===== config.mk =====
export PLATFORM = sky130hd
export DESIGN_NAME = soc_queue
export DESIGN_NICKNAME = d
export VERILOG_FILES = /design/src/rtl/soc_pkg.sv /design/src/rtl/soc_queue.sv
export SDC_FILE = /design/constraint.sdc
export NUM_CORES = 1
export LEC_CHECK = 0
export ABC_AREA = 1
export BUFFER_PORTS_ARGS = -buffer_cell sky130_fd_sc_hd__buf_2
export CAP_MARGIN = 5
export CORE_ASPECT_RATIO = 0.9
export CORE_MARGIN = 2
export CORE_UTILIZATION = 40
export DETAILED_ROUTE_END_ITERATION = 16
export PLACE_DENSITY = 0.6
export SETUP_SLACK_MARGIN = 0.05
export SLEW_MARGIN = 20
export SYNTH_ARGS = -nofsm -noshare
export SYNTH_HDL_FRONTEND = slang
export SYNTH_SLANG_ARGS = --single-unit

===== constraint.sdc =====
create_clock -name clk -period 5.05 [get_ports clk]
set_input_delay 0.505 -clock clk [delete_from_list [all_inputs] [get_ports clk]]
set_output_delay 0.505 -clock clk [all_outputs]
set_load 0.005 [all_outputs]

===== src/rtl/soc_pkg.sv =====
// Shared types, constants and helper functions for the OCV state-of-charge lookup.
// Used by every module of the block except soc_ram; depends on nothing.
package soc_pkg;

    localparam int DSG_ROWS        = 32;
    localparam int CHG_ROWS        = 32;
    localparam int STATIC_ROWS     = 32;
    localparam int DSG_CUR_BANDS   = 7;
    localparam int DSG_TEMP_BANDS  = 4;
    localparam int CHG_TEMP_BANDS  = 3;

    localparam int DSG_DEPTH       = 1024;
    localparam int CHG_DEPTH       = 128;
    localparam int STA_DEPTH       = 64;
    localparam int THR_DEPTH       = 11;
    localparam int THR_CUR_BASE    = 0;
    localparam int THR_DT_BASE     = 6;
    localparam int THR_CT_BASE     = 9;

    localparam int ADC_W   = 12;
    localparam int WORD_W  = 16;
    localparam int ADDR_W  = 10;
    localparam int COL_W   = 3;
    localparam int ROW_W   = 8;
    localparam int IDX_W   = 9;
    localparam int THR_AW  = 4;
    localparam int SOC_W   = 8;
    localparam int CALC_W  = 16;

    localparam int DSG_STRIDE = DSG_CUR_BANDS + 1;
    localparam int CHG_STRIDE = CHG_TEMP_BANDS + 1;
    localparam int STA_STRIDE = 2;

    // cap / 100 as (cap * 5243) >> 19, exact for every cap below 43699
    localparam int DIV100_MUL   = 5243;
    localparam int DIV100_SHIFT = 19;
    localparam int DIV100_MW    = 13;
    localparam int SOC_MAX      = 255;

    localparam logic CMD_LOOKUP = 1'b0;
    localparam logic CMD_WRITE  = 1'b1;

    localparam logic [1:0] MODE_CHARGE = 2'd1;
    localparam logic [1:0] MODE_RELAX  = 2'd2;

    typedef enum logic [1:0] {
        SEL_DSG = 2'd0,
        SEL_CHG = 2'd1,
        SEL_STA = 2'd2,
        SEL_THR = 2'd3
    } sel_t;

    typedef enum logic [1:0] {
        B_IDLE,
        B_SCAN,
        B_CAPRD,
        B_CAP
    } back_state_t;

    typedef struct packed {
        logic              is_write;
        sel_t              sel;
        logic [ADDR_W-1:0] addr;  // write address, or table base for a lookup
        logic [COL_W-1:0]  col;   // voltage column for a lookup
        logic [WORD_W-1:0] val;   // word to write, or millivolts for a lookup
    } entry_t;

    function automatic logic [IDX_W-1:0] rows_of(input sel_t sel);
        logic [IDX_W-1:0] r;
        unique case (sel)
            SEL_CHG: r = IDX_W'(CHG_ROWS);
            SEL_STA: r = IDX_W'(STATIC_ROWS);
            default: r = IDX_W'(DSG_ROWS);
        endcase
        return r;
    endfunction

    function automatic logic [3:0] stride_of(input sel_t sel);
        logic [3:0] s;
        unique case (sel)
            SEL_CHG: s = 4'(CHG_STRIDE);
            SEL_STA: s = 4'(STA_STRIDE);
            default: s = 4'(DSG_STRIDE);
        endcase
        return s;
    endfunction

    function automatic logic [COL_W-1:0] cap_col_of(input sel_t sel);
        logic [COL_W-1:0] c;
        unique case (sel)
            SEL_CHG: c = COL_W'(CHG_TEMP_BANDS);
            SEL_STA: c = COL_W'(1);
            default: c = COL_W'(DSG_CUR_BANDS);
        endcase
        return c;
    endfunction

endpackage


===== src/rtl/soc_queue.sv =====
// Two-entry queue between the front and back parts.
// Depends on soc_pkg for the entry type.
module soc_queue (
    input  logic            clk,
    input  logic            rst_n,
    input  logic            push,
    input  soc_pkg::entry_t push_entry,
    output logic            full,
    input  logic            pop,
    output logic            empty,
    output soc_pkg::entry_t head
);

    soc_pkg::entry_t slot_reg [2];
    logic            wr_ptr_reg, rd_ptr_reg;
    logic [1:0]      count_reg;

    assign full  = (count_reg == 2'd2);
    assign empty = (count_reg == 2'd0);
    assign head  = slot_reg[rd_ptr_reg];

    always_ff @(posedge clk or negedge rst_n)
    begin
        if (!rst_n)
        begin
            wr_ptr_reg <= 1'b0;
            rd_ptr_reg <= 1'b0;
            count_reg  <= 2'd0;
        end
        else
        begin
            if (push)
            begin
                wr_ptr_reg <= !wr_ptr_reg;
            end
            if (pop)
            begin
                rd_ptr_reg <= !rd_ptr_reg;
            end
            if (push && !pop)
            begin
                count_reg <= count_reg + 2'd1;
            end
            else if (pop && !push)
            begin
                count_reg <= count_reg - 2'd1;
            end
        end
    end

    always_ff @(posedge clk)
    begin
        if (push)
        begin
            slot_reg[wr_ptr_reg] <= push_entry;
        end
    end

endmodule


# After elaboration in Yosys (flattened, before gate mapping)

Memory sizes are Yosys's and may differ from the RTL's.
Cells that the tools add are included.

Logic and storage cells: 19
Memory bits (writable): 64
Flip-flop bits (word level): 4
Memories: 1
Bits of input ports: 36
Output and inout bits: 34

Memory list:

| name     | words | bits a word | read ports | clocked after Yosys merged registers in | wr ports | RTL line        | text |
|---|---|---|---|---|---|---|---|
| slot_reg | 2     | 32          | 1          | 0                                       | 1        | soc_queue.sv:14 | `soc_pkg::entry_t slot_reg [2];` |

Reductions and logical operators: 8
Add/subtract/negate cells: 2
Multiplexer cells: 4
Equal/unequal tests: 1

Operators with widths:

| kind                                             | number |
|---|---|
| logical NOT 1 bit                                | 4 |
| two-way mux 2 bit                                | 2 |
| adder 2 x 1 -> 2 bit, second input constant      | 1 |
| equality test 2 bit, second input constant       | 1 |
| logical AND 1 bit                                | 2 |
| logical NOT 2 bit                                | 1 |
| two-way mux 1 bit                                | 2 |
| nonzero test 2 bit                               | 1 |
| subtractor 2 x 1 -> 2 bit, second input constant | 1 |

# Logic depth before layout (Yosys ltp)

Depth in word-level cells: 4
Gate-level depth with buffers: 7
Depth with buffers taken out: 7

# Worst setup path after synthesis

No wires, ideal clock.

Path type: input port to flip-flop
From: in push
To: mem slot_reg[0][0] (netlist name), enable pin
Data required time: 4,628 ps
Stages: 2
Slack: 2,734 ps
Data arrival time: 1,894 ps
Path buffers: 0
Library setup time: 422 ps
Cells stage by stage: inv_1 nor2_1

Cells in the longest elaborated chain, start to end: 2

Ends and longest elaborated chain:

| element                                 | RTL line        | text |
|---|---|---|
| start, declared                         | soc_queue.sv:6  | `input logic push,` |
| two-way mux 1 bit                       | soc_queue.sv:53 | `if (push)` |
| two-way mux 1 bit (not written as such) | soc_queue.sv:55 | `slot_reg[wr_ptr_reg] <= push_entry;` |
| end, declared                           | soc_queue.sv:14 |  |

Every way passes these cells.

==> summary.md <==
| Metric | Value |
|---|---|
| CP max FO | `33` |
| Initial Util | `about 40%` |
| Power Dens Cells | `~500 nW/um^2` |
| RSZ-0062 raised after global routing | `no` |
| DPL Wire Length | `approximately 2.8 mm` |
| Synthesis-to-layout area growth | `21.0%` |
| Worst vdd ir | `~0.00024 V` |
| Worst-Skew Late Latency | `~0.32 ns` |
| Worst Setup End Kind | `output pin` |
| Gr usage total | `about an eighth` |
| WL met2 | `roughly 2.2 mm` |
| Max-slew headroom | `31.7%` |
| Critical path cell sequence | `mux2_2 -> buf_2` |
| Cell Count, Final, Fillers Out | `between 200 and 300` |
| Clock Skew | `0.00958 ns` |
| Peak per-stage delay on the critical path | `1.05 ns` |
| CP Class | `reg2out` |
| Worst hold path type | `in2reg` |
| Syn_nets | `162` |
| H-tree depth | `3` |
| Fmax | `around 0.41 GHz` |
| Clock Sinks | `68` |
| Switch Pwr | `445 uW` |
| Register area share after synthesis | `75.8%` |
| Met1 Wirelength | `roughly 1.7 mm` |
| First-pass GRT wire length | `~6.6 mm` |
| Largest area contributor in the netlist | `edfxtp_1` |
| Clock Power Share | `a little over a fifth` |
| Post-synth cell types | `14` |
| Arrival @ worst endpoint | `about 1.9 ns` |
| LEAKAGE | `roughly 1.3 nW` |
| Hold slack | `0.363 ns` |
| Status | `finished, final reports clean` |
| Period minus WS final | `about 2.4 ns` |
| Fin crit share | `48.1%` |
| Sw Ratio | `26.9%` |
| Final nets | `240` |
| DRT Pass-1 Iters | `4` |
| Die width | `between 90 and 100 um` |
| Wire per inst | `between 10 and 15 um` |
| Layout cells sized above 1 | `a little under three fifths` |
| Logic pwr share | `27.2%` |
| Post-synthesis instance total | `roughly 130` |
| Sequential share of power | `roughly 52%` |
| TritonCTS clock tree | `built` |
| Required time of the critical path | `approximately 4.6 ns` |
| CTS Root Cell | `clkbuf_8` |
| Final Wtd Congestion | `~0.70` |
| Sum Neg Setup Slack | `0 ns` |
| Die height | `about 80 um` |
| Placed insts | `between 200 and 300` |
| Core area | `around 6500 um^2` |
| Global route total overflow | `0` |
| Most area-consuming cells after synthesis | `edfxtp_1 (72%), mux2_4 (16%), dfrtp_1 (3.8%)` |
| Slowest stage cell, crit path | `dfrtp_2` |
| Synth Area per Inst | `roughly 21 um^2` |
| Pin slew with the least headroom to its limit | `slightly above 1 ns` |
| Io pins | `70` |
| Highest Signal Layer | `met4` |
| FP Rows | `28` |
| Number of setup violations in the final report | `0` |
| Share of the synthesized area in the top cell type | `72.0%` |
| Yosys reg bits | `between 60 and 70` |
| Ant diodes | `0` |
| Max Slew Vio Count | `0` |
| Number of DRC markers in iteration 0 | `64` |
| Yosys warnings | `0` |
| Reg clk slew, reported paths | `roughly 0.070 ns` |
| DRT antenna net count | `0` |
| Post-CTS setup buffers | `0` |
| CTS Buffer Depth | `2` |
| Initial antenna violation count | `0` |
| Max reg flops | `64` |
| # DRC | `0` |
| I/O Buffers | `69` |
| P_int | `1.21 mW` |
| Max Cap Viol | `0` |
| Met3 wire len | `303 um` |
| Largest net degree at the start of global routing | `34` |
| Vias in the first global route | `1,400` |
| Num CTS Buffers | `9` |
| Final Hold Vio Count | `0` |
| Total number of vias | `~1.3k` |
| Cell area after synthesis | `roughly 2700 um^2` |
| Crit start category | `register` |
| Drt via density | `between 4 and 5` |
| Total Wirelength | `approximately 4.2 mm` |
| Die area | `~7300 um^2` |
## worst max-delay path: cells and delay by family, from the launching register on
kind | cells | cell delay [ns]
buf+inv | 1 | 0.13
mux | 1 | 0.42
flops | 1 | 1.05
## power groups by stage
stage,clock network (mW),logic [mW],registers (mW)
floorplan,0,0.401,0.793
global placement,0,0.447,0.865
detailed placement,0,0.458,0.877
CTS,0.358,0.461,0.865
global route,0.383,0.493,0.878
finish,0.344,0.449,0.860
## repair_timing
item                      4_1_cts  5_1_grt
hold buffers                    1        0
resized for setup               0        0
hold endpoints to repair        4        0
## kinds of logic after synthesis
| logic type | after synthesis | share of synthesized area (%) |
|---|---|---|
| xor+xnor | 3 | 0.985 |
| fa+ha+maj | 1 | 0.469 |
| buf+inv | 11 | 3.66 |
| flops | 68 | 75.8 |
| mux | 32 | 17.6 |
| simple gates | 10 | 1.55 |
## metrics by stage
| step | power [mW] | setup WS [ns] | util [%] | cell area (um^2) |
|---|---|---|---|---|
| floorplan | 1.19 | 2.73 | - | 2670 |
| global placement | 1.31 | 2.97 | 47.1 | 3070 |
| detailed placement | 1.33 | 2.93 | 47.1 | 3070 |
| CTS | 1.68 | 2.55 | 49.6 | 3230 |
| global route | 1.75 | 2.48 | 49.6 | 3230 |
| finish | 1.65 | 2.62 | 49.6 | 3230 |
## area by class of cell
class | count | area, um^2
fillers | 586 | 3290
flip-flops and latches | 68 | 2020
multi-input cells | 46 | 557
repair buffers | 71 | 363
clock buffers | 11 | 131
well taps | 90 | 113
inverters | 7 | 26.3
clock inverters | 3 | 16.3
## per-layer routing
layer	up-vias	track usage (%)
met4	0	7.85
met2	46	20.9
li1	625	-
met1	612	13.3
met3	10	4.68
met5	-	0
## cells in the final DEF (no fill, tap or decap)
cell type and instances:
edfxtp_1 64, dlygate4sd3_1 1, xor2_1 2, nor2_1 2, clkbuf_8 9, nor2_4 1, mux2_4 29, clkinv_2 1
nand3_1 1, dfrtp_2 1, dfrtp_1 3, xnor2_1 1, inv_1 7, clkinv_1 1, buf_2 69, clkbuf_1 2
clkinvlp_4 1, nand4_1 1, ha_1 1, nand2_1 5, buf_4 1, mux2_2 3
## cell usage after synthesis
master,n
mux2_4,29
xor2_1,2
mux2_2,3
nor2_1,3
buf_6,1
inv_1,7
ha_1,1
nand3_1,1
dfrtp_1,4
xnor2_1,1
nand4_1,1
nand2_1,5
buf_12,3
edfxtp_1,64
## worst paths after layout
| kind | start | to | slack [ns] | depth (start not counted) |
|---|---|---|---|---|
| worst max-delay path | rd_ptr_reg$_DFFE_PN0P_ | head[24] | 2.62 | 2 |
| worst min-delay path | push_entry[24] | slot_reg[0][24]$_DFFE_PP_ | 0.36 | 1 |
| worst max register to register | wr_ptr_reg$_DFFE_PN0P_ | slot_reg[1][25]$_DFFE_PP_ | 3.36 | 3 |
| worst min register to register | wr_ptr_reg$_DFFE_PN0P_ | wr_ptr_reg$_DFFE_PN0P_ | 0.56 | 1 |
| max in group asynchronous | rst_n | rd_ptr_reg$_DFFE_PN0P_ | 4.41 | 2 |
| min in group asynchronous | rst_n | count_reg[0]$_DFFE_PN0P_ | 0.51 | 2 |
(Power assumes the default switching activity.)
