**config.mk**
```make
export PLATFORM = sky130hd
export DESIGN_NAME = soc_front
export DESIGN_NICKNAME = d
export VERILOG_FILES = /design/src/rtl/soc_pkg.sv /design/src/rtl/soc_front.sv
export SDC_FILE = /design/constraint.sdc
export NUM_CORES = 1
export LEC_CHECK = 0
export ABC_AREA = 0
export BUFFER_PORTS_ARGS = -buffer_cell sky130_fd_sc_hd__buf_2
export CORE_AREA = 2 2 249 202
export CTS_BUF_LIST = sky130_fd_sc_hd__clkbuf_8
export DETAILED_ROUTE_END_ITERATION = 12
export DIE_AREA = 0 0 251 204
export PLACE_DENSITY_LB_ADDON = 0.3
export SYNTH_ARGS = -nofsm -noshare
export SYNTH_HDL_FRONTEND = slang
export SYNTH_SLANG_ARGS = --single-unit
```
**constraint.sdc**
```tcl
create_clock -name clk -period 6.3 [get_ports clk]
set_input_delay 0.945 -clock clk [delete_from_list [all_inputs] [get_ports clk]]
set_output_delay 0.945 -clock clk [all_outputs]
set_load 0.1 [all_outputs]
```
**src/rtl/soc_pkg.sv**
```systemverilog
// Shared types, constants and helper functions for the OCV state-of-charge lookup.
// Used by every module of the block except soc_ram; depends on nothing.
package soc_pkg;

    localparam int DSG_ROWS        = 32;
    localparam int CHG_ROWS        = 32;
    localparam int STATIC_ROWS     = 32;
    localparam int DSG_CUR_BANDS   = 7;
    localparam int DSG_TEMP_BANDS  = 4;
    localparam int CHG_TEMP_BANDS  = 3;

    localparam int DSG_DEPTH       = 1024;
    localparam int CHG_DEPTH       = 128;
    localparam int STA_DEPTH       = 64;
    localparam int THR_DEPTH       = 11;
    localparam int THR_CUR_BASE    = 0;
    localparam int THR_DT_BASE     = 6;
    localparam int THR_CT_BASE     = 9;

    localparam int ADC_W   = 12;
    localparam int WORD_W  = 16;
    localparam int ADDR_W  = 10;
    localparam int COL_W   = 3;
    localparam int ROW_W   = 8;
    localparam int IDX_W   = 9;
    localparam int THR_AW  = 4;
    localparam int SOC_W   = 8;
    localparam int CALC_W  = 16;

    localparam int DSG_STRIDE = DSG_CUR_BANDS + 1;
    localparam int CHG_STRIDE = CHG_TEMP_BANDS + 1;
    localparam int STA_STRIDE = 2;

    // cap / 100 as (cap * 5243) >> 19, exact for every cap below 43699
    localparam int DIV100_MUL   = 5243;
    localparam int DIV100_SHIFT = 19;
    localparam int DIV100_MW    = 13;
    localparam int SOC_MAX      = 255;

    localparam logic CMD_LOOKUP = 1'b0;
    localparam logic CMD_WRITE  = 1'b1;

    localparam logic [1:0] MODE_CHARGE = 2'd1;
    localparam logic [1:0] MODE_RELAX  = 2'd2;

    typedef enum logic [1:0] {
        SEL_DSG = 2'd0,
        SEL_CHG = 2'd1,
        SEL_STA = 2'd2,
        SEL_THR = 2'd3
    } sel_t;

    typedef enum logic [1:0] {
        B_IDLE,
        B_SCAN,
        B_CAPRD,
        B_CAP
    } back_state_t;

    typedef struct packed {
        logic              is_write;
        sel_t              sel;
        logic [ADDR_W-1:0] addr;  // write address, or table base for a lookup
        logic [COL_W-1:0]  col;   // voltage column for a lookup
        logic [WORD_W-1:0] val;   // word to write, or millivolts for a lookup
    } entry_t;

    function automatic logic [IDX_W-1:0] rows_of(input sel_t sel);
        logic [IDX_W-1:0] r;
        unique case (sel)
            SEL_CHG: r = IDX_W'(CHG_ROWS);
            SEL_STA: r = IDX_W'(STATIC_ROWS);
            default: r = IDX_W'(DSG_ROWS);
        endcase
        return r;
    endfunction

    function automatic logic [3:0] stride_of(input sel_t sel);
        logic [3:0] s;
        unique case (sel)
            SEL_CHG: s = 4'(CHG_STRIDE);
            SEL_STA: s = 4'(STA_STRIDE);
            default: s = 4'(DSG_STRIDE);
        endcase
        return s;
    endfunction

    function automatic logic [COL_W-1:0] cap_col_of(input sel_t sel);
        logic [COL_W-1:0] c;
        unique case (sel)
            SEL_CHG: c = COL_W'(CHG_TEMP_BANDS);
            SEL_STA: c = COL_W'(1);
            default: c = COL_W'(DSG_CUR_BANDS);
        endcase
        return c;
    endfunction

endpackage

```
**src/rtl/soc_front.sv**
```systemverilog
// Front part: accepts items, holds the thresholds and scale register, scales
// the voltage and picks bands. Depends on soc_pkg.
module soc_front (
    input  logic                          clk,
    input  logic                          rst_n,
    input  logic                          cfg_we,
    input  logic [soc_pkg::WORD_W-1:0]    cfg_data,
    input  logic                          in_valid,
    output logic                          in_stall,
    input  logic                          cmd,
    input  logic [soc_pkg::ADC_W-1:0]     volt_sample,
    input  logic [soc_pkg::ADC_W-1:0]     curr_sample,
    input  logic [soc_pkg::ADC_W-1:0]     temp_sample,
    input  logic [1:0]                    current_mode,
    input  logic [1:0]                    table_select,
    input  logic [soc_pkg::ADDR_W-1:0]    table_address,
    input  logic [soc_pkg::WORD_W-1:0]    table_word,
    output logic                          push,
    output soc_pkg::entry_t               push_entry,
    input  logic                          q_full
);

    logic [soc_pkg::WORD_W-1:0] scale_reg;
    logic [soc_pkg::WORD_W-1:0] thr_reg [soc_pkg::THR_DEPTH];

    logic                        s1_valid_reg;
    logic                        s1_cmd_reg;
    logic [soc_pkg::ADC_W-1:0]   s1_av_reg, s1_ai_reg, s1_at_reg;
    logic [1:0]                  s1_mode_reg;
    soc_pkg::sel_t               s1_sel_reg;
    logic [soc_pkg::ADDR_W-1:0]  s1_addr_reg;
    logic [soc_pkg::WORD_W-1:0]  s1_word_reg;

    logic                        s2_valid_reg;
    logic                        s2_write_reg;
    logic [1:0]                  s2_mode_reg;
    soc_pkg::sel_t               s2_sel_reg;
    logic [soc_pkg::ADDR_W-1:0]  s2_addr_reg;
    logic [soc_pkg::WORD_W-1:0]  s2_word_reg;
    logic [soc_pkg::WORD_W-1:0]  s2_mv_reg;
    logic [2:0]                  s2_cb_reg;
    logic [1:0]                  s2_dtb_reg, s2_ctb_reg;

    logic                        accept, s1_move;
    logic [soc_pkg::ADC_W+soc_pkg::WORD_W-1:0] product;
    logic [2:0]                  cb;
    logic [1:0]                  dtb, ctb;

    assign in_stall = s1_valid_reg;
    assign accept   = in_valid && !s1_valid_reg;
    assign push     = s2_valid_reg && !q_full;
    assign s1_move  = s1_valid_reg && (!s2_valid_reg || push);

    // Band selection: first threshold that matches wins, else the last band.
    always_comb
    begin
        product = (soc_pkg::ADC_W+soc_pkg::WORD_W)'(s1_av_reg) *
                  (soc_pkg::ADC_W+soc_pkg::WORD_W)'(scale_reg);
        cb  = 3'(soc_pkg::DSG_CUR_BANDS - 1);
        dtb = 2'(soc_pkg::DSG_TEMP_BANDS - 1);
        ctb = 2'(soc_pkg::CHG_TEMP_BANDS - 1);
        for (int k = soc_pkg::DSG_CUR_BANDS - 2; k >= 0; k--)
        begin
            if (soc_pkg::WORD_W'(s1_ai_reg) <= thr_reg[soc_pkg::THR_CUR_BASE + k])
            begin
                cb = 3'(k);
            end
        end
        for (int k = soc_pkg::DSG_TEMP_BANDS - 2; k >= 0; k--)
        begin
            if (soc_pkg::WORD_W'(s1_at_reg) >= thr_reg[soc_pkg::THR_DT_BASE + k])
            begin
                dtb = 2'(k);
            end
        end
        for (int k = soc_pkg::CHG_TEMP_BANDS - 2; k >= 0; k--)
        begin
            if (soc_pkg::WORD_W'(s1_at_reg) >= thr_reg[soc_pkg::THR_CT_BASE + k])
            begin
                ctb = 2'(k);
            end
        end
    end

    always_comb
    begin
        push_entry.is_write = s2_write_reg;
        push_entry.sel      = s2_sel_reg;
        push_entry.addr     = s2_addr_reg;
        push_entry.col      = '0;
        push_entry.val      = s2_word_reg;
        if (!s2_write_reg)
        begin
            push_entry.val = s2_mv_reg;
            priority if (s2_mode_reg == soc_pkg::MODE_CHARGE)
            begin
                push_entry.sel  = soc_pkg::SEL_CHG;
                push_entry.addr = '0;
                push_entry.col  = soc_pkg::COL_W'(s2_ctb_reg);
            end
            else if (s2_mode_reg == soc_pkg::MODE_RELAX)
            begin
                push_entry.sel  = soc_pkg::SEL_STA;
                push_entry.addr = '0;
            end
            else
            begin
                push_entry.sel  = soc_pkg::SEL_DSG;
                push_entry.addr = soc_pkg::ADDR_W'(soc_pkg::CALC_W'(s2_dtb_reg) *
                    soc_pkg::CALC_W'(soc_pkg::DSG_ROWS * soc_pkg::DSG_STRIDE));
                push_entry.col  = s2_cb_reg;
            end
        end
    end

    always_ff @(posedge clk or negedge rst_n)
    begin
        if (!rst_n)
        begin
            scale_reg    <= soc_pkg::WORD_W'(4096);
            s1_valid_reg <= 1'b0;
            s2_valid_reg <= 1'b0;
        end
        else
        begin
            if (cfg_we)
            begin
                scale_reg <= cfg_data;
            end
            if (accept)
            begin
                s1_valid_reg <= 1'b1;
            end
            else if (s1_move)
            begin
                s1_valid_reg <= 1'b0;
            end
            if (s1_move)
            begin
                // threshold writes end here; table writes and lookups go on
                s2_valid_reg <= !(s1_cmd_reg == soc_pkg::CMD_WRITE &&
                                  s1_sel_reg == soc_pkg::SEL_THR);
            end
            else if (push)
            begin
                s2_valid_reg <= 1'b0;
            end
        end
    end

    always_ff @(posedge clk)
    begin
        if (accept)
        begin
            s1_cmd_reg  <= cmd;
            s1_av_reg   <= volt_sample;
            s1_ai_reg   <= curr_sample;
            s1_at_reg   <= temp_sample;
            s1_mode_reg <= current_mode;
            s1_sel_reg  <= soc_pkg::sel_t'(table_select);
            s1_addr_reg <= table_address;
            s1_word_reg <= table_word;
            if (cmd == soc_pkg::CMD_WRITE &&
                soc_pkg::sel_t'(table_select) == soc_pkg::SEL_THR &&
                table_address < soc_pkg::ADDR_W'(soc_pkg::THR_DEPTH))
            begin
                thr_reg[table_address[soc_pkg::THR_AW-1:0]] <= table_word;
            end
        end
        if (s1_move)
        begin
            s2_write_reg <= (s1_cmd_reg == soc_pkg::CMD_WRITE);
            s2_mode_reg  <= s1_mode_reg;
            s2_sel_reg   <= s1_sel_reg;
            s2_addr_reg  <= s1_addr_reg;
            s2_word_reg  <= s1_word_reg;
            s2_mv_reg    <= product[soc_pkg::ADC_W+soc_pkg::WORD_W-1:12];
            s2_cb_reg    <= cb;
            s2_dtb_reg   <= dtb;
            s2_ctb_reg   <= ctb;
        end
    end

endmodule

```
# Word level (Yosys, flattened, before mapping)
# Memories as Yosys holds them, arrays and structs flattened.
# Index checks and enable logic that the tools add are counted.
totals:
  inputBits: 88
  out_inout_bits: 34
  elab_cells: 76
  register_bits: 139
  memories: 1
  mem_bits_rw: 176
memory_table:
  columns: ["memory", "words", "word_bits", "rd", "rd_ports_with_merged_regs", "wr", "line", "rtl"]
  rows:
  - ["thr_reg", 11, 16, 11, 0, 1, "soc_front.sv:24", "logic [soc_pkg::WORD_W-1:0] thr_reg [soc_pkg::THR_DEPTH];"]
classes:
  n_eq_ne: 4
  magnitude_cmp: 12
  multipliers: 1
  reduce_logical: 16
  muxes: 19
ops:
  columns: ["cell", "count"]
  rows:
  - ["$le 12x16->1", 6]
  - ["$ge 12x16->1", 5]
  - ["$mux 31", 1]
  - ["$mul 12x16->28", 1]
  - ["$mux 15", 1]
  - ["$mux 12", 1]
  - ["$lt 10x4->1 const B", 1]
  - ["$mux 1", 10]
  - ["$mux 2", 5]
  - ["$eq 2x2->1 const B", 3]
  - ["$logic_and 1x1->1", 6]
  - ["$logic_not 1->1", 4]
  - ["$reduce_bool 2->1", 2]
  - ["$reduce_or 2->1", 2]
  - ["$reduce_or 4->1", 1]
  - ["$mux 3", 1]
  - ["$eq 2x1->1 const B", 1]
  - ["$logic_or 1x1->1", 1]

# Depth between registers and ports, before layout
# Gate-level depths: netlist of run 1.
# An unclocked memory read counts as a cell.
logic_depth:
  word_depth: 7
  depth_mapped: 20
  depth_no_buf: 19

# Worst setup path after synthesis of run 1
# No wires, ideal clock.
synth_path:
  path_type: "in2reg"
  from: "input in_valid"
  to: "memory thr_reg[0][0] (netlist name), enable pin"
  stages: 5
  path_slack_ns: -0.150
  required_time_ns: 5.891
  n_path_buf: 0
  setup_time_ns: 0.409
  arrival_time_ns: 6.041
  cell_sequence: "nor2b_1 and3b_1 nand4_1 or3_1 nor3_1"
synth_between:
  elab_chain_cells: 3
synth_lines:
  columns: ["item", "line", "rtl"]
  rows:
  - ["start: declaration", "soc_front.sv:8", "input logic in_valid,"]
  - ["$logic_and 1x1->1", "soc_front.sv:50", "assign accept = in_valid && !s1_valid_reg;"]
  - ["$mux 1", "soc_front.sv:153", "if (accept)"]
  - ["$mux 1 (implied by the code)", "soc_front.sv:167", "thr_reg[table_address[soc_pkg::THR_AW-1:0]] <= table_word;"]
  - ["end: declaration", "soc_front.sv:24", null]
# Every way passes these cells.

# Final worst setup path of run 1
layout_path:
  from: "register s1_av_reg[11] (netlist name)"
  to: "register s2_mv_reg[15] (netlist name), data pin"
layout_between:
  elab_chain_cells: 1
layout_lines:
  columns: ["item", "line", "rtl"]
  rows:
  - ["start: declaration", "soc_front.sv:28", "logic [soc_pkg::ADC_W-1:0] s1_av_reg, s1_ai_reg, s1_at_reg;"]
  - ["start signal: assignment", "soc_front.sv:156", "s1_av_reg <= volt_sample;"]
  - ["$mul 12x16->28", "soc_front.sv:57", "product = (soc_pkg::ADC_W+soc_pkg::WORD_W)'(s1_av_reg) *"]
  - ["named net product (one bit)", "soc_front.sv:45", "logic [soc_pkg::ADC_W+soc_pkg::WORD_W-1:0] product;"]
  - ["end signal: assignment", "soc_front.sv:177", "s2_mv_reg <= product[soc_pkg::ADC_W+soc_pkg::WORD_W-1:12];"]
  - ["end: declaration", "soc_front.sv:40", "logic [soc_pkg::WORD_W-1:0] s2_mv_reg;"]
# The timed path passes the listed nets, and every way through them passes these cells.
# A chain may end at the register's enable or synchronous reset.

==> impl_metrics.prom, run 1 <==
# TYPE chip_impl_metric gauge
chip_impl_info{name="endpoint_kind",value="register"} 1
chip_impl_metric{name="layout.filler_cells",unit=""} 4536
chip_impl_metric{name="largest_net_degree_at_the_start_of_global_routing",unit=""} 69
chip_impl_metric{name="max_ir_drop_vdd",unit="V"} 0.0005966
chip_impl_metric{name="grt_use_total",unit=""} 0.1720
chip_impl_metric{name="drt_pre_antenna_iters",unit=""} 5
chip_impl_metric{name="post-cts-setup-buffer-count",unit=""} 0
chip_impl_metric{name="postCtsHoldBufs",unit=""} 0
chip_impl_metric{name="combPwrFrac",unit=""} 0.537
chip_impl_metric{name="timing.final.crit_period",unit="ns"} 5.781
chip_impl_metric{name="crit_required",unit="ns"} 6.67
chip_impl_metric{name="initial_utilization",unit=""} 0.3946
chip_impl_metric{name="number_of_synthesized_flops_with_an_enable_pin",unit=""} 297
chip_impl_metric{name="synth_cells",unit=""} 1582
chip_impl_metric{name="crit_fanout",unit=""} 16
chip_impl_metric{name="finalWeightedCongestion",unit=""} 0.8490
chip_impl_metric{name="first_pass_grt_wire_length",unit="mm"} 67.30
chip_impl_metric{name="asyncSetResetFlopFracSynth",unit=""} 0.05714
chip_impl_metric{name="hold_viol",unit=""} 0
chip_impl_info{name="cts_tree",value="built"} 1
chip_impl_metric{name="yosys_warnings",unit=""} 0
chip_impl_metric{name="die-height",unit="um"} 204
chip_impl_metric{name="design.die.area",unit="sq um"} 51200
chip_impl_metric{name="post_synthesis_cell_area",unit="sq um"} 19320
chip_impl_metric{name="row_count",unit=""} 73
chip_impl_metric{name="worstMarginPinSlew",unit="ns"} 1.128
chip_impl_metric{name="postLayoutSetupSlackWorst",unit="ns"} 0.5193
chip_impl_metric{name="io-pin-count",unit=""} 122
chip_impl_info{name="holdCritPathClass",value="in -> async"} 1
chip_impl_metric{name="cts_sinks",unit=""} 315
chip_impl_metric{name="flow.area_growth_from_synthesis",unit="%"} 12.50
chip_impl_metric{name="post_route_cells_drive_above_1_share",unit=""} 0.1419
chip_impl_metric{name="max-slew-margin-rel",unit=""} 0.2483
chip_impl_metric{name="netSwitchingPower",unit="uW"} 4302
chip_impl_metric{name="seqPwrFrac",unit=""} 0.281
chip_impl_info{name="status",value="finished clean"} 1
chip_impl_metric{name="worstSkewPairLatency",unit="ns"} 0.65
chip_impl_metric{name="yosys.area.top_type_share",unit=""} 0.4617
chip_impl_metric{name="drt_iter0_markers",unit=""} 666
chip_impl_metric{name="cell_internal_power",unit="uW"} 5621
chip_impl_metric{name="remaining_drc_errors",unit=""} 0
chip_impl_metric{name="post_synthesis_average_cell_area",unit="sq um"} 12.21
chip_impl_metric{name="num-nets-final",unit=""} 2155
chip_impl_metric{name="grt_overflow",unit=""} 0
chip_impl_metric{name="leakage",unit="uW"} 0.009554
chip_impl_metric{name="maxSlewViolCount",unit=""} 0
chip_impl_metric{name="largest_register_ff_count",unit=""} 176
chip_impl_metric{name="layout.area.seq",unit="sq um"} 9370
chip_impl_metric{name="postRouteAntennaNets",unit=""} 0
chip_impl_metric{name="hpwl",unit="mm"} 31.50
chip_impl_info{name="timing_worst_setup_path_type",value="reg -> reg"} 1
chip_impl_metric{name="worst_setup_hold_path_clk_slew",unit="ns"} 0.07
chip_impl_metric{name="worst_r2r_path_depth",unit=""} 18
chip_impl_metric{name="area_of_the_multi_input_gates",unit="sq um"} 8761
chip_impl_metric{name="cts_buffer_depth",unit=""} 3
chip_impl_info{name="cells_taking_the_most_area_after_synthesis",value="edfxtp_1 46%, fa_1 14%, ha_1 13%"} 1
chip_impl_metric{name="dpl_worst_slack",unit="ns"} 0.5593
chip_impl_metric{name="post_drt_wl_per_cell",unit="um"} 17.72
chip_impl_metric{name="via_per_inst",unit=""} 4.982
chip_impl_info{name="cts_root_buffer",value="clkbuf_8"} 1
chip_impl_info{name="crit_path_start_kind",value="register"} 1
chip_impl_metric{name="synthesized_nets",unit=""} 2003
chip_impl_metric{name="vias_in_the_first_global_route",unit=""} 12225
chip_impl_metric{name="vias",unit=""} 11991
chip_impl_info{name="rsz0062_at_grt",value="no"} 1
chip_impl_metric{name="route.final.wire_length",unit="mm"} 42.65
chip_impl_metric{name="post_synth_num_cell_types",unit=""} 61
chip_impl_metric{name="setup_viol",unit=""} 0
chip_impl_metric{name="timing.final.crit_share",unit=""} 0.9176
chip_impl_metric{name="power.density",unit="nW/um^2"} 456.6
chip_impl_metric{name="h-tree-depth",unit=""} 2
chip_impl_metric{name="core_area",unit="sq um"} 48960
chip_impl_metric{name="clock.fmax",unit="GHz"} 0.1730
chip_impl_metric{name="cp_data_arrival_time",unit="ns"} 6.15
chip_impl_metric{name="synth_sequential_area_ratio",unit=""} 0.4850
chip_impl_metric{name="postSynthRegisterBits",unit=""} 315
chip_impl_metric{name="horizontal_die_dimension",unit="um"} 251
chip_impl_info{name="postSynth.topFlopCell",value="edfxtp_1"} 1
chip_impl_metric{name="cts_resized",unit=""} 0
chip_impl_metric{name="grt_antenna_before_repair",unit=""} 1
chip_impl_info{name="synthDominantAreaCellType",value="edfxtp_1"} 1
chip_impl_metric{name="power.clock.fraction",unit=""} 0.181
chip_impl_metric{name="numCtsBuffers",unit=""} 53
chip_impl_metric{name="io_buffer_count",unit=""} 121
chip_impl_metric{name="cap_viol_max_count",unit=""} 0
chip_impl_metric{name="tns",unit="ns"} 0
chip_impl_metric{name="finClkSkew",unit="ns"} 0.03773
chip_impl_metric{name="switching_share",unit=""} 0.4335
-- synthesized netlist by cell type, types with 3 or more instances --
cell / count
a211o_1: 3
a211oi_1: 7
a21o_1: 16
a21oi_1: 60
a31oi_1: 3
and2_1: 69
and3_1: 4
clkbuf_1: 38
dfrtp_1: 17
edfxtp_1: 297
fa_1: 139
ha_1: 194
inv_1: 286
mux2_2: 34
nand2_1: 171
nand2b_1: 13
nand3_1: 20
nand4_1: 19
nor2_1: 43
nor2b_1: 10
nor3_1: 9
nor4_1: 12
o211ai_1: 5
o21a_1: 7
o21ai_0: 35
o21bai_1: 3
o311ai_0: 3
o31a_1: 6
or4_1: 3
xnor2_1: 9
xor2_1: 7
-- placed cells by master (no fill, tap or decap), types with 4 or more instances in the layout --
cell | netlist | layout
buf_4 | 1 | 15
nand4_1 | 19 | 19
inv_1 | 286 | 300
and3_1 | 4 | 4
mux2_2 | 34 | 34
o211ai_1 | 5 | 5
nor4_1 | 12 | 12
o31a_1 | 6 | 6
xor2_1 | 7 | 7
bufinv_16 | 0 | 4
o21a_1 | 7 | 7
fa_1 | 139 | 139
nor2_1 | 43 | 42
a211oi_1 | 7 | 7
clkbuf_8 | 0 | 53
nand2_1 | 171 | 171
clkinv_2 | 0 | 4
o21ai_0 | 35 | 35
nor2b_1 | 10 | 9
clkinv_1 | 0 | 11
nor3_1 | 9 | 6
a21o_1 | 16 | 16
and2_1 | 69 | 69
nand2b_1 | 13 | 13
dfrtp_1 | 17 | 17
xnor2_1 | 9 | 9
edfxtp_1 | 297 | 297
nand3_1 | 20 | 20
a21oi_1 | 60 | 60
buf_2 | 0 | 121
ha_1 | 194 | 194
-- through the flow --
step	total power (uW)	utilization	hold slack [ns]	instances	instance area, sq um
after floorplan	6955	-	0.4003	1582	19320
after detailed placement	8125	0.4232	0.4045	2316	20720
final	9923	0.4439	0.2688	2407	21730
after global routing	10800	0.4439	0.2774	2406	21730
after CTS	10010	0.4439	0.2294	2406	21730
after global placement	8046	0.4232	0.4022	2316	20720
-- cells by family after synthesis --
family | count (synthesis) | share of synthesized area
xor gates and xnor gates | 16 | 0.007254
AOI/OAI and AO/OA | 173 | 0.05777
adders and majority gates | 333 | 0.2697
and+or+nand+nor | 386 | 0.09709
muxes | 34 | 0.01982
DFF | 315 | 0.4850
buffers and inverters | 325 | 0.06334
-- routing by layer --
layer  GRT usage  share of wire  up-vias
met1      0.2433           0.47     5981
met3     0.03528          0.052       66
met4     0.05208          0.024        0
met2      0.2678           0.45      278
met5           0              0        -
li1            -              -     5666
-- final timing paths --
| kind | from | end | slack (ns) |
|---|---|---|---|
| worst max-delay path | s1_av_reg[11]$_DFFE_PP_ | s2_mv_reg[15]$_DFFE_PP_ | 0.52 |
| worst min-delay path | rst_n | scale_reg[3]$_DFFE_PN0P_ | 0.27 |
| worst max register to register | s1_av_reg[11]$_DFFE_PP_ | s2_mv_reg[15]$_DFFE_PP_ | 0.52 |
| worst min register to register | s1_word_reg[7]$_DFFE_PP_ | s2_word_reg[7]$_DFFE_PP_ | 0.41 |
| max in group asynchronous | rst_n | scale_reg[12]$_DFFE_PN1P_ | 5.65 |
| min in group clk | s1_word_reg[7]$_DFFE_PP_ | s2_word_reg[7]$_DFFE_PP_ | 0.41 |
-- critical path: stages, from the launching register on --
cell,delay [ns]
edfxtp_1,0.62
and2_1,0.26
fa_1,0.55
inv_1,0.06
fa_1,0.53
inv_1,0.05
fa_1,0.50
fa_1,0.55
inv_1,0.05
fa_1,0.52
inv_1,0.04
ha_1,0.43
nand3_1,0.19
o211ai_1,0.26
nor2_1,0.13
o311ai_0,0.32
o21bai_1,0.22
a21oi_1,0.12
xnor2_1,0.13
-- power groups by stage --
stage | Sequential [uW] | Clock, uW | Combinational [uW]
final | 2790 | 1800 | 5330
after global routing | 2810 | 1960 | 6030
after CTS | 2790 | 1870 | 5350
after detailed placement | 2830 | 0 | 5290
after global placement | 2830 | 0 | 5210
after floorplan | 2760 | 0 | 4190
-- final cells by class --
type | count | share of cell area
multi-input combinational | 942 | 0.4031
tap | 637 | 0.03667
clock inverter | 37 | 0.01295
sequential | 315 | 0.4311
inverter | 286 | 0.04940
timing repair buffer | 136 | 0.03305
clock buffer | 53 | 0.03356
antenna | 1 | 0.0001151
Note: power is estimated with default switching activity, not from simulation.
==> run 2: changes to the inputs <==
--- a/config.mk
+++ b/config.mk
@@ -8,10 +8,10 @@
 export ABC_AREA = 0
 export BUFFER_PORTS_ARGS = -buffer_cell sky130_fd_sc_hd__buf_2
 export CORE_AREA = 2 2 249 202
-export CTS_BUF_LIST = sky130_fd_sc_hd__clkbuf_8
 export DETAILED_ROUTE_END_ITERATION = 12
 export DIE_AREA = 0 0 251 204
 export PLACE_DENSITY_LB_ADDON = 0.3
+export RECOVER_POWER = 25
 export SYNTH_ARGS = -nofsm -noshare
 export SYNTH_HDL_FRONTEND = slang
 export SYNTH_SLANG_ARGS = --single-unit
==> impl_metrics.prom, run 2 (synthesis gave the netlist of run 1 again) <==
# TYPE chip_impl_metric gauge
chip_impl_info{name="holdCritPathClass",value="reg -> reg"} 1
chip_impl_metric{name="numCtsBuffers",unit=""} 35
chip_impl_metric{name="max-slew-margin-rel",unit=""} 0.1956
chip_impl_metric{name="core_area",unit="sq um"} 48960
chip_impl_metric{name="postLayoutSetupSlackWorst",unit="ns"} 0.5078
chip_impl_metric{name="seqPwrFrac",unit=""} 0.270
chip_impl_metric{name="post_drt_wl_per_cell",unit="um"} 17.76
chip_impl_metric{name="h-tree-depth",unit=""} 2
chip_impl_info{name="crit_path_start_kind",value="register"} 1
chip_impl_metric{name="timing.final.crit_period",unit="ns"} 5.792
chip_impl_metric{name="crit_fanout",unit=""} 16
chip_impl_metric{name="design.die.area",unit="sq um"} 51200
chip_impl_metric{name="post_route_cells_drive_above_1_share",unit=""} 0.1268
chip_impl_metric{name="total_power",unit="uW"} 10330
chip_impl_info{name="cts_tree",value="built"} 1
chip_impl_metric{name="horizontal_die_dimension",unit="um"} 251
chip_impl_info{name="status",value="finished clean"} 1
chip_impl_metric{name="hold_worst_slack",unit="ns"} 0.4141
chip_impl_metric{name="postCtsHoldBufs",unit=""} 0
chip_impl_metric{name="power.density",unit="nW/um^2"} 470.3
chip_impl_metric{name="grt_overflow",unit=""} 0
chip_impl_info{name="timing_worst_setup_path_type",value="reg -> reg"} 1
chip_impl_metric{name="finalWeightedCongestion",unit=""} 0.8490
chip_impl_metric{name="postRouteAntennaNets",unit=""} 0
chip_impl_metric{name="vias_in_the_first_global_route",unit=""} 12025
chip_impl_metric{name="post-cts-setup-buffer-count",unit=""} 0
chip_impl_metric{name="combPwrFrac",unit=""} 0.514
chip_impl_metric{name="via_per_inst",unit=""} 5.026
chip_impl_info{name="most_common_cell_after_layout_fill_and_taps_aside",value="edfxtp_1"} 1
chip_impl_metric{name="num-nets-final",unit=""} 2137
chip_impl_metric{name="initial_utilization",unit=""} 0.3946
chip_impl_metric{name="cap_viol_max_count",unit=""} 0
chip_impl_metric{name="tns",unit="ns"} 0
chip_impl_metric{name="grt_antenna_before_repair",unit=""} 1
chip_impl_metric{name="row_count",unit=""} 73
chip_impl_metric{name="grt_use_total",unit=""} 0.1707
chip_impl_metric{name="setup_viol",unit=""} 0
chip_impl_metric{name="route.final.wire_length",unit="mm"} 42.28
chip_impl_metric{name="drt_iter0_markers",unit=""} 679
chip_impl_metric{name="timing.final.crit_share",unit=""} 0.9194
chip_impl_info{name="endpoint_kind",value="register"} 1
chip_impl_metric{name="vias",unit=""} 11962
chip_impl_metric{name="dpl_worst_slack",unit="ns"} 0.5593
chip_impl_metric{name="hold_viol",unit=""} 0
chip_impl_metric{name="maxSlewViolCount",unit=""} 0
chip_impl_metric{name="power.clock.fraction",unit=""} 0.216
chip_impl_info{name="cts_root_buffer",value="clkbuf_16"} 1
chip_impl_metric{name="cell_internal_power",unit="uW"} 6027
chip_impl_metric{name="die-height",unit="um"} 204
chip_impl_metric{name="cts_buffer_depth",unit=""} 3
chip_impl_metric{name="crit_required",unit="ns"} 6.60
chip_impl_metric{name="worst_setup_hold_path_clk_slew",unit="ns"} 0.06
chip_impl_metric{name="insertedDiodeCount",unit=""} 0
chip_impl_metric{name="hpwl",unit="mm"} 31.50
chip_impl_metric{name="drt_pre_antenna_iters",unit=""} 5
chip_impl_metric{name="cts_sinks",unit=""} 315
chip_impl_metric{name="largest_net_degree_at_the_start_of_global_routing",unit=""} 69
chip_impl_metric{name="cp_data_arrival_time",unit="ns"} 6.09
chip_impl_metric{name="first_pass_grt_wire_length",unit="mm"} 66.85
chip_impl_metric{name="max_ir_drop_vdd",unit="V"} 0.0006032
chip_impl_metric{name="largest_register_ff_count",unit=""} 176
chip_impl_metric{name="worstMarginPinSlew",unit="ns"} 1.207
chip_impl_metric{name="netSwitchingPower",unit="uW"} 4300
chip_impl_metric{name="leakage",unit="uW"} 0.009554
chip_impl_info{name="top_library_cells_by_usage_in_the_layout_fill_and_taps_aside",value="297 x edfxtp_1, 286 x inv_1, 194 x ha_1"} 1
chip_impl_metric{name="worstSkewPairLatency",unit="ns"} 0.56
chip_impl_metric{name="cts_resized",unit=""} 0
chip_impl_metric{name="finClkSkew",unit="ns"} 0.01655
chip_impl_metric{name="clock.fmax",unit="GHz"} 0.1726
chip_impl_metric{name="flow.area_growth_from_synthesis",unit="%"} 13.66
chip_impl_metric{name="io_buffer_count",unit=""} 121
chip_impl_metric{name="remaining_drc_errors",unit=""} 0
chip_impl_metric{name="switching_share",unit=""} 0.4164
chip_impl_info{name="rsz0062_at_grt",value="no"} 1
chip_impl_metric{name="io-pin-count",unit=""} 122
-- run 2: changes by cell type in the layout (fill, tap and decap cells not counted), sizes merged --
cell      before  now
clkinvlp       2    0
clkinv        15   11
inv          302  288
buf          136  116
clkbuf        53   64
bufinv         4    7
diode          1    0
-- run 2: critical path: stages, from the launching register on --
cell and delay (ns):
edfxtp_1 0.62, and2_1 0.29, fa_1 0.53, inv_1 0.05
fa_1 0.47, inv_1 0.05, fa_1 0.50, fa_1 0.52
fa_1 0.49, ha_1 0.39, and3_1 0.18, a221o_1 0.36
or3_1 0.33, o211ai_2 0.32, o21bai_1 0.17, a21oi_1 0.20
xnor2_1 0.07
-- run 2: power by group through the flow --
stage	Sequential [uW]	Clock [uW]	Combinational, uW
floorplan	2760	0	4190
global placement	2830	0	5210
detailed placement	2830	0	5290
CTS	2790	2290	5330
global route	2810	2370	6010
finish	2790	2230	5310
-- run 2: worst paths after layout --
check / from / endpoint / slack, ns / cells after the start
min in group asynchronous: rst_n / scale_reg[6]$_DFFE_PN0P_ / 0.63 / 1
max in group asynchronous: rst_n / scale_reg[10]$_DFFE_PN0P_ / 4.95 / 1
hold / removal: s1_word_reg[11]$_DFFE_PP_ / s2_word_reg[11]$_DFFE_PP_ / 0.41 / 0
setup reg to reg: s1_av_reg[8]$_DFFE_PP_ / s2_mv_reg[15]$_DFFE_PP_ / 0.51 / 16
hold reg to reg: s1_word_reg[11]$_DFFE_PP_ / s2_word_reg[11]$_DFFE_PP_ / 0.41 / 0
setup / recovery: s1_av_reg[8]$_DFFE_PP_ / s2_mv_reg[15]$_DFFE_PP_ / 0.51 / 16
-- run 2: metal layers --
layer  up-vias  wire length (um)  GRT usage
met5         -                 0          0
met2       289             19360     0.2683
li1       5636                 -          -
met3        46              2028    0.02789
met4         0               851    0.04911
met1      5991             20030     0.2449
-- run 2: layout make-up --
type                            count  area, sq um
Sequential cell                   315         9370
Clock buffer                       44        939.7
Tap cell                          637        797.0
Fill cell                        4493        27000
Multi-Input combinational cell    942         8761
Timing Repair Buffer              136        693.2
Clock inverter                     20        322.8
Inverter                          286         1074
-- run 2: through the flow --
step                area, sq um  std cells    util
floorplan                 19320       1582       -
global placement          20720       2316  0.4232
detailed placement        20720       2316  0.4232
CTS                       21980       2380  0.4490
global route              21960       2380  0.4485
finish                    21960       2380  0.4485
